## src/edf_pkg.sv

```systemverilog
// ----------------------------------------------------------------------------
// edf_pkg
// Shared types and constants for the earliest-deadline-first task table.
// ----------------------------------------------------------------------------
package edf_pkg;

    localparam int TABLE_DEPTH = 16;
    localparam int TIME_BITS   = 32;
    localparam int IDX_W       = $clog2(TABLE_DEPTH);
    localparam int CNT_W       = $clog2(TABLE_DEPTH + 1);
    localparam logic [15:0] MISS_MAX = 16'hFFFF;

    typedef logic [TIME_BITS-1:0] time_t;

    // one table slot as stored in memory
    typedef struct packed {
        logic [7:0]  task_id;
        time_t       deadline;
        time_t       period;
        logic [31:0] exec_ms;
    } entry_t;

    localparam int ENTRY_W = $bits(entry_t);

    typedef enum logic [1:0] {
        REQ_CREATE = 2'd0,
        REQ_DONE   = 2'd1,
        REQ_TICK   = 2'd2,
        REQ_NONE   = 2'd3
    } req_t;

    typedef enum logic [1:0] {
        ST_OK        = 2'd0,
        ST_NOT_FOUND = 2'd1,
        ST_FULL      = 2'd2
    } status_t;

endpackage

```

## src/edf_ram.sv

```systemverilog
// ----------------------------------------------------------------------------
// edf_ram
// Generic simple dual-port RAM: one write port, one read port, registered read.
// ----------------------------------------------------------------------------
module edf_ram #(
    parameter int WIDTH = 8,
    parameter int DEPTH = 16
) (
    input  logic                     clk,
    input  logic                     we,
    input  logic [$clog2(DEPTH)-1:0] wr_addr,
    input  logic [WIDTH-1:0]         wr_data,
    input  logic [$clog2(DEPTH)-1:0] rd_addr,
    output logic [WIDTH-1:0]         rd_data
);

    logic [WIDTH-1:0] mem [DEPTH];

    // write port and registered read port
    always_ff @(posedge clk)
    begin
        if (we)
        begin
            mem[wr_addr] <= wr_data;
        end
        rd_data <= mem[rd_addr];
    end

endmodule

```

## src/edf_deadline_task_table.sv

```systemverilog
// ----------------------------------------------------------------------------
// edf_deadline_task_table
// Active task table kept sorted by absolute deadline, earliest first.
// ----------------------------------------------------------------------------
// A request is taken on a clock edge with start high and busy low. The
// request fields are captured then and need not be held. One result comes
// back per request: the result ports carry it for exactly one cycle, marked
// by done, and the receiver cannot stall it.
//
// All task slots live in one memory with a registered read. The
// table is walked one slot per cycle, reading one slot and writing the
// neighbor slot in the same cycle, so each request is a single pass:
//   create      : backward shift from the tail
//   completion  : forward scan, closing the gap
//   tick        : head deadline check, then a forward shift on a miss
//   other codes : head report only
// Every request ends with a read of slot 0 to report the head. done rises
// on the edge where busy falls, and a new request can be taken in that
// cycle.
//
// Reset clears the task count, the miss counter and the control state; the
// memory contents are not cleared, only slots below the count are used.
// ----------------------------------------------------------------------------
module edf_deadline_task_table (
    input  logic        clk,
    input  logic        rst_n,
    input  logic        start,
    output logic        busy,
    input  logic [1:0]  req_type,
    input  logic [7:0]  task_id,
    input  logic [31:0] abs_deadline,
    input  logic [31:0] period_ms,
    input  logic [31:0] exec_ms,
    input  logic [31:0] now_ms,
    output logic        done,
    output logic [1:0]  status,
    output logic        head_valid,
    output logic [7:0]  head_task,
    output logic [31:0] head_deadline,
    output logic        missed,
    output logic [7:0]  missed_task,
    output logic [15:0] overdue_count,
    output logic [4:0]  active_count
);

    typedef enum logic [2:0] {
        S_IDLE,
        S_INS,
        S_DEL,
        S_TCK0,
        S_TCK,
        S_WR_NEW,
        S_HEAD,
        S_OUT
    } state_t;

    state_t                         state_reg, state_next;
    logic [edf_pkg::IDX_W-1:0]      idx_reg, idx_next;
    logic [edf_pkg::IDX_W-1:0]      pos_reg, pos_next;
    logic [edf_pkg::CNT_W-1:0]      count_reg, count_next;
    logic                           found_reg, found_next;
    edf_pkg::entry_t                new_reg, new_next;
    logic [7:0]                     id_reg, id_next;
    edf_pkg::time_t                 now_reg, now_next;
    edf_pkg::status_t               stat_reg, stat_next;
    logic [15:0]                    miss_reg, miss_next;
    logic                           missed_reg, missed_next;
    logic [7:0]                     mtask_reg, mtask_next;

    logic                           done_reg;
    logic [1:0]                     status_reg;
    logic                           head_valid_reg;
    logic [7:0]                     head_task_reg;
    logic [31:0]                    head_dl_reg;

    // memory port controls
    logic                           we;
    logic [edf_pkg::IDX_W-1:0]      wr_addr;
    edf_pkg::entry_t                wr_data;
    logic [edf_pkg::IDX_W-1:0]      rd_addr;
    logic [edf_pkg::ENTRY_W-1:0]    rd_raw;
    edf_pkg::entry_t                rd_entry;

    logic [edf_pkg::IDX_W-1:0]      last_idx;
    logic                           at_last;
    logic                           id_hit;

    edf_ram #(
        .WIDTH (edf_pkg::ENTRY_W),
        .DEPTH (edf_pkg::TABLE_DEPTH)
    ) u_ram (
        .clk     (clk),
        .we      (we),
        .wr_addr (wr_addr),
        .wr_data (wr_data),
        .rd_addr (rd_addr),
        .rd_data (rd_raw)
    );

    assign rd_entry = edf_pkg::entry_t'(rd_raw);
    assign last_idx = edf_pkg::IDX_W'(count_reg - edf_pkg::CNT_W'(1));
    assign at_last  = (edf_pkg::CNT_W'(idx_reg) + edf_pkg::CNT_W'(1)) == count_reg;
    assign id_hit   = rd_entry.task_id == id_reg;

    // request sequencer: one slot per cycle through the memory
    always_comb
    begin
        state_next  = state_reg;
        idx_next    = idx_reg;
        pos_next    = pos_reg;
        count_next  = count_reg;
        found_next  = found_reg;
        new_next    = new_reg;
        id_next     = id_reg;
        now_next    = now_reg;
        stat_next   = stat_reg;
        miss_next   = miss_reg;
        missed_next = missed_reg;
        mtask_next  = mtask_reg;
        we          = 1'b0;
        wr_addr     = idx_reg;
        wr_data     = new_reg;
        rd_addr     = '0;

        case (state_reg)
            S_IDLE:
            begin
                if (start)
                begin
                    new_next.task_id   = task_id;
                    new_next.deadline  = edf_pkg::time_t'(abs_deadline);
                    new_next.period    = edf_pkg::time_t'(period_ms);
                    new_next.exec_ms   = exec_ms;
                    id_next     = task_id;
                    now_next    = edf_pkg::time_t'(now_ms);
                    stat_next   = edf_pkg::ST_OK;
                    missed_next = 1'b0;
                    mtask_next  = '0;
                    found_next  = 1'b0;
                    idx_next    = '0;
                    state_next  = S_HEAD;
                    case (req_type)
                        edf_pkg::REQ_CREATE:
                        begin
                            if (count_reg == edf_pkg::CNT_W'(edf_pkg::TABLE_DEPTH))
                            begin
                                stat_next = edf_pkg::ST_FULL;
                            end
                            else if (count_reg == '0)
                            begin
                                count_next = count_reg + edf_pkg::CNT_W'(1);
                                pos_next   = '0;
                                state_next = S_WR_NEW;
                            end
                            else
                            begin
                                count_next = count_reg + edf_pkg::CNT_W'(1);
                                rd_addr    = last_idx;
                                idx_next   = last_idx;
                                state_next = S_INS;
                            end
                        end
                        edf_pkg::REQ_DONE:
                        begin
                            if (count_reg == '0)
                            begin
                                stat_next = edf_pkg::ST_NOT_FOUND;
                            end
                            else
                            begin
                                rd_addr    = '0;
                                state_next = S_DEL;
                            end
                        end
                        edf_pkg::REQ_TICK:
                        begin
                            if (count_reg != '0)
                            begin
                                rd_addr    = '0;
                                state_next = S_TCK0;
                            end
                        end
                        default:
                        begin
                            state_next = S_HEAD;
                        end
                    endcase
                end
            end

            // walk backward from the tail, moving later deadlines up one slot
            S_INS:
            begin
                if (rd_entry.deadline > new_reg.deadline)
                begin
                    we      = 1'b1;
                    wr_addr = idx_reg + edf_pkg::IDX_W'(1);
                    wr_data = rd_entry;
                    if (idx_reg == '0)
                    begin
                        pos_next   = '0;
                        state_next = S_WR_NEW;
                    end
                    else
                    begin
                        rd_addr  = idx_reg - edf_pkg::IDX_W'(1);
                        idx_next = idx_reg - edf_pkg::IDX_W'(1);
                    end
                end
                else
                begin
                    we         = 1'b1;
                    wr_addr    = idx_reg + edf_pkg::IDX_W'(1);
                    wr_data    = new_reg;
                    state_next = S_HEAD;
                end
            end

            // scan forward for the id, pulling later slots down once found
            S_DEL:
            begin
                if (found_reg)
                begin
                    we      = 1'b1;
                    wr_addr = idx_reg - edf_pkg::IDX_W'(1);
                    wr_data = rd_entry;
                end
                else if (id_hit)
                begin
                    found_next = 1'b1;
                end
                if (at_last)
                begin
                    if (found_reg || id_hit)
                    begin
                        count_next = count_reg - edf_pkg::CNT_W'(1);
                    end
                    else
                    begin
                        stat_next = edf_pkg::ST_NOT_FOUND;
                    end
                    state_next = S_HEAD;
                end
                else
                begin
                    rd_addr  = idx_reg + edf_pkg::IDX_W'(1);
                    idx_next = idx_reg + edf_pkg::IDX_W'(1);
                end
            end

            // head deadline check; a miss re-releases the head one period later
            S_TCK0:
            begin
                if (now_reg >= rd_entry.deadline)
                begin
                    missed_next        = 1'b1;
                    mtask_next         = rd_entry.task_id;
                    if (miss_reg != edf_pkg::MISS_MAX)
                    begin
                        miss_next = miss_reg + 16'd1;
                    end
                    new_next           = rd_entry;
                    new_next.deadline  = rd_entry.deadline + rd_entry.period;
                    if (count_reg == edf_pkg::CNT_W'(1))
                    begin
                        pos_next   = '0;
                        state_next = S_WR_NEW;
                    end
                    else
                    begin
                        rd_addr    = edf_pkg::IDX_W'(1);
                        idx_next   = edf_pkg::IDX_W'(1);
                        state_next = S_TCK;
                    end
                end
                else
                begin
                    state_next = S_HEAD;
                end
            end

            // move earlier-or-equal deadlines down until the new one fits
            S_TCK:
            begin
                we      = 1'b1;
                wr_addr = idx_reg - edf_pkg::IDX_W'(1);
                if (rd_entry.deadline <= new_reg.deadline)
                begin
                    wr_data = rd_entry;
                    if (at_last)
                    begin
                        pos_next   = idx_reg;
                        state_next = S_WR_NEW;
                    end
                    else
                    begin
                        rd_addr  = idx_reg + edf_pkg::IDX_W'(1);
                        idx_next = idx_reg + edf_pkg::IDX_W'(1);
                    end
                end
                else
                begin
                    wr_data    = new_reg;
                    state_next = S_HEAD;
                end
            end

            S_WR_NEW:
            begin
                we         = 1'b1;
                wr_addr    = pos_reg;
                wr_data    = new_reg;
                state_next = S_HEAD;
            end

            // read the head slot for the report
            S_HEAD:
            begin
                rd_addr    = '0;
                state_next = S_OUT;
            end

            S_OUT:
            begin
                state_next = S_IDLE;
            end

            default:
            begin
                state_next = S_IDLE;
            end
        endcase
    end

    // state, datapath and result registers
    always_ff @(posedge clk or negedge rst_n)
    begin
        if (!rst_n)
        begin
            state_reg      <= S_IDLE;
            count_reg      <= '0;
            miss_reg       <= '0;
            done_reg       <= 1'b0;
            found_reg      <= 1'b0;
            idx_reg        <= '0;
            pos_reg        <= '0;
            stat_reg       <= edf_pkg::ST_OK;
            missed_reg     <= 1'b0;
            mtask_reg      <= '0;
            status_reg     <= '0;
            head_valid_reg <= 1'b0;
            head_task_reg  <= '0;
            head_dl_reg    <= '0;
        end
        else
        begin
            state_reg  <= state_next;
            count_reg  <= count_next;
            miss_reg   <= miss_next;
            found_reg  <= found_next;
            idx_reg    <= idx_next;
            pos_reg    <= pos_next;
            stat_reg   <= stat_next;
            missed_reg <= missed_next;
            mtask_reg  <= mtask_next;
            done_reg   <= (state_reg == S_OUT);
            if (state_reg == S_OUT)
            begin
                status_reg     <= stat_reg;
                head_valid_reg <= count_reg != '0;
                head_task_reg  <= (count_reg != '0) ? rd_entry.task_id : 8'd0;
                head_dl_reg    <= (count_reg != '0) ? 32'(rd_entry.deadline) : 32'd0;
            end
        end
    end

    // request payload, no reset needed
    always_ff @(posedge clk)
    begin
        new_reg <= new_next;
        id_reg  <= id_next;
        now_reg <= now_next;
    end

    assign busy          = state_reg != S_IDLE;
    assign done          = done_reg;
    assign status        = status_reg;
    assign head_valid    = head_valid_reg;
    assign head_task     = head_task_reg;
    assign head_deadline = head_dl_reg;
    assign missed        = done_reg & missed_reg;
    assign missed_task   = done_reg ? mtask_reg : 8'd0;
    assign overdue_count = miss_reg;
    assign active_count  = 5'(count_reg);

endmodule

```

## config.mk

```make
export PLATFORM = sky130hd
export DESIGN_NAME = edf_deadline_task_table
export DESIGN_NICKNAME = d
export VERILOG_FILES = /design/src/edf_pkg.sv /design/src/edf_ram.sv /design/src/edf_deadline_task_table.sv
export SDC_FILE = /design/constraint.sdc
export NUM_CORES = 2
export LEC_CHECK = 0
export ABC_AREA = 1
export ABC_CLOCK_PERIOD_IN_PS = 6200
export BUFFER_PORTS_ARGS = -buffer_cell sky130_fd_sc_hd__clkbuf_2
export CAP_MARGIN = 20
export CORE_ASPECT_RATIO = 1.1
export CORE_UTILIZATION = 40
export CTS_CLUSTER_SIZE = 30
export DETAILED_ROUTE_END_ITERATION = 6
export GPL_TIMING_DRIVEN = 1
export SLEW_MARGIN = 15
export SYNTH_ARGS = -nofsm -noshare
export SYNTH_HDL_FRONTEND = slang
export SYNTH_HIERARCHICAL = 1
export SYNTH_SLANG_ARGS = --single-unit
```

## constraint.sdc

```tcl
create_clock -name clk -period 6.2 [get_ports clk]
set_input_delay 1.24 -clock clk [delete_from_list [all_inputs] [get_ports clk]]
set_output_delay 1.24 -clock clk [all_outputs]
set_load 0.03 [all_outputs]
```

==> impl_metrics.env <==
export IMPL_status="complete, no violations"
export IMPL_cts_setup_buffers=0
export IMPL_htreeDepth=4
export IMPL_ctsResizeCount=0
export IMPL_avgViaCountPerCell=5.12
export IMPL_insertion_delay_ps=800
export IMPL_p_total_mw=44.1
export IMPL_portBuffers=183
export IMPL_drv_cap=0
export IMPL_syn2layout_area_growth_pct=11.3
export IMPL_power_density_nw_per_um2=614
export IMPL_max_slew_margin_pct=13.3
export IMPL_vdd_ir_drop_max_mv=0.753
export IMPL_cp_start_kind="flip-flop"
export IMPL_synthCells=6492
export IMPL_slew_viol_final=0
export IMPL_met2_length_um=87300
export IMPL_io_pins=216
export IMPL_die_area_um2=163000
export IMPL_cts_sinks=1424
export IMPL_syn_nets=6740
export IMPL_place_ws_ps=948
export IMPL_p_leak_nw=31.1
export IMPL_design_area_um2=71900
export IMPL_drc=0
export IMPL_worst_pin_slew_ps=1300
export IMPL_clock_path_buffers=3
export IMPL_synthesis_area_um2=64600
export IMPL_antenna_found_initial=10
export IMPL_setup_viol=0
export IMPL_die_x_um=385
export IMPL_dr_total_vias=44917
export IMPL_cp_required_ps=6920
export IMPL_grt_start_max_net_pins=202
export IMPL_placed_area_um2=67400
export IMPL_fin_crit_ps=5570
export IMPL_finalCritPeriodShare_pct=89.9
export IMPL_root_buffer="clkbuf_16"
export IMPL_multi_input_comb_area_um2=17100
export IMPL_drive_above_1_share_pct=8.96
export IMPL_firstDrtPassIters=6
export IMPL_cts_clk_slew_worst_paths_ps=60
export IMPL_place_gp_congestion=0.916
export IMPL_hold_violations=0
export IMPL_grt_first_pass_wirelength_um=276000
export IMPL_finClkSkew_ps=32.0
export IMPL_start_util_pct=40.3
export IMPL_top_layer="met5"
export IMPL_cts_made_buffers=142
export IMPL_worst_path_max_fanout=201
export IMPL_core_area_um2=160000
export IMPL_worstHoldPathType="in -> async"
export IMPL_rsz0062_at_grt="false"
export IMPL_avgSynthCellArea_um2=9.95
export IMPL_drt_iter0_drc=4454
export IMPL_endpoint_kind="flip-flop"
export IMPL_yosys_warnings=6
export IMPL_met1_length_um=79500
export IMPL_critPathArrivalTime_ps=6290
export IMPL_nets=6798
export IMPL_postRouteAntennaNets=0
export IMPL_rows=154
export IMPL_die_height_um=424
export IMPL_final_cells=8775
export IMPL_regArea_um2=41600
export IMPL_grt_usage_pct=22.9
export IMPL_dp_hpwl_um=108000
export IMPL_grt_pass1_vias=42468
export IMPL_cts_hold_buf=0
export IMPL_dp_cells=8512
export IMPL_largest_reg_flops=1152
export IMPL_cts_tree="yes"
export IMPL_fill_cells=14854
export IMPL_wl_per_cell_um=21.4
export IMPL_worstSetupPathType="reg -> reg"
export IMPL_setup_tns_final_ps=0
export IMPL_wl_met3_um=14700
export IMPL_overflow=0
export IMPL_worst_slack_ps=625
export IMPL_clock_fmax_ghz=0.179
export IMPL_drt_total_wl_um=188000
## metrics by stage
step / hold slack [ps] / utilization (%)
after floorplan: 448 / -
after global placement: 465 / 42.0
after detailed placement: 473 / 42.0
after CTS: 448 / 44.8
after global routing: 492 / 44.8
final: 470 / 44.9
## layout make-up
cell class	count	area share, %
Clock inverter	60	0.825
Clock buffer	200	5.44
Tap cell	2106	3.66
Sequential cell	1424	57.9
Antenna cell	3	0.0104
Inverter	1094	5.78
Multi-Input combinational cell	3625	23.8
Timing Repair Buffer	263	2.62
## critical path, stage by stage, from the launching register on
cell and delay [ps]:
dfxtp_1 450, inv_1 230, ha_1 340, a21oi_1 310, o21ai_0 330, a21oi_1 620, nand2_1 110, nand2_1 90
nand4_1 170, nand3_1 350, nor2_1 130, nand2_1 190, inv_8 130, inv_8 370, buf_12 540, nand2_1 160
nand2_1 120, nand2_1 50, nand3_1 100, nand3_1 70, nand2_1 80
## path summary, 6_finish.rpt
check	from	end	slack [ps]	depth (start not counted)
worst max-delay path	u_ram/rd_data[79]$_DFF_P_	u_ram/rd_data[87]$_DFF_P_	630	20
worst min-delay path	rst_n	status[0]$_DFFE_PN0P_	470	1
worst max register to register	u_ram/rd_data[79]$_DFF_P_	u_ram/rd_data[87]$_DFF_P_	630	20
worst min register to register	stat_reg[1]$_DFFE_PN0P_	stat_reg[1]$_DFFE_PN0P_	490	2
max in group asynchronous	rst_n	head_deadline[20]$_DFFE_PN0P_	4580	2
min in group clk	stat_reg[1]$_DFFE_PN0P_	stat_reg[1]$_DFFE_PN0P_	490	2
## power by group
group          switching, mW  leakage, nW  total [mW]  internal (mW)
sequential              1.03         13.2        16.3           15.3
clock                   3.71         2.20        8.48           4.77
combinational           14.3         15.7        19.4           5.03
total                   19.1         31.1        44.1           25.1
## metal layers
| layer | vias to the layer above | GRT usage (%) |
|---|---|---|
| li1 | 21168 | - |
| met1 | 21786 | 31.4 |
| met2 | 1645 | 36.6 |
| met3 | 310 | 3.80 |
| met4 | 8 | 8.41 |
| met5 | - | 0 |
## layout by cell type, fill, tap and decap left out, types with 52 or more instances in the layout
cell,instances
dfrtp_1,88
o21ai_0,169
nor2_1,97
edfxtp_1,1264
nand2_1,1990
clkbuf_16,143
inv_1,1071
buf_4,52
dfxtp_1,72
a21oi_1,67
ha_1,106
o21ai_2,63
nand3_1,945
clkbuf_2,182
Power figures use the tool's default switching activity.
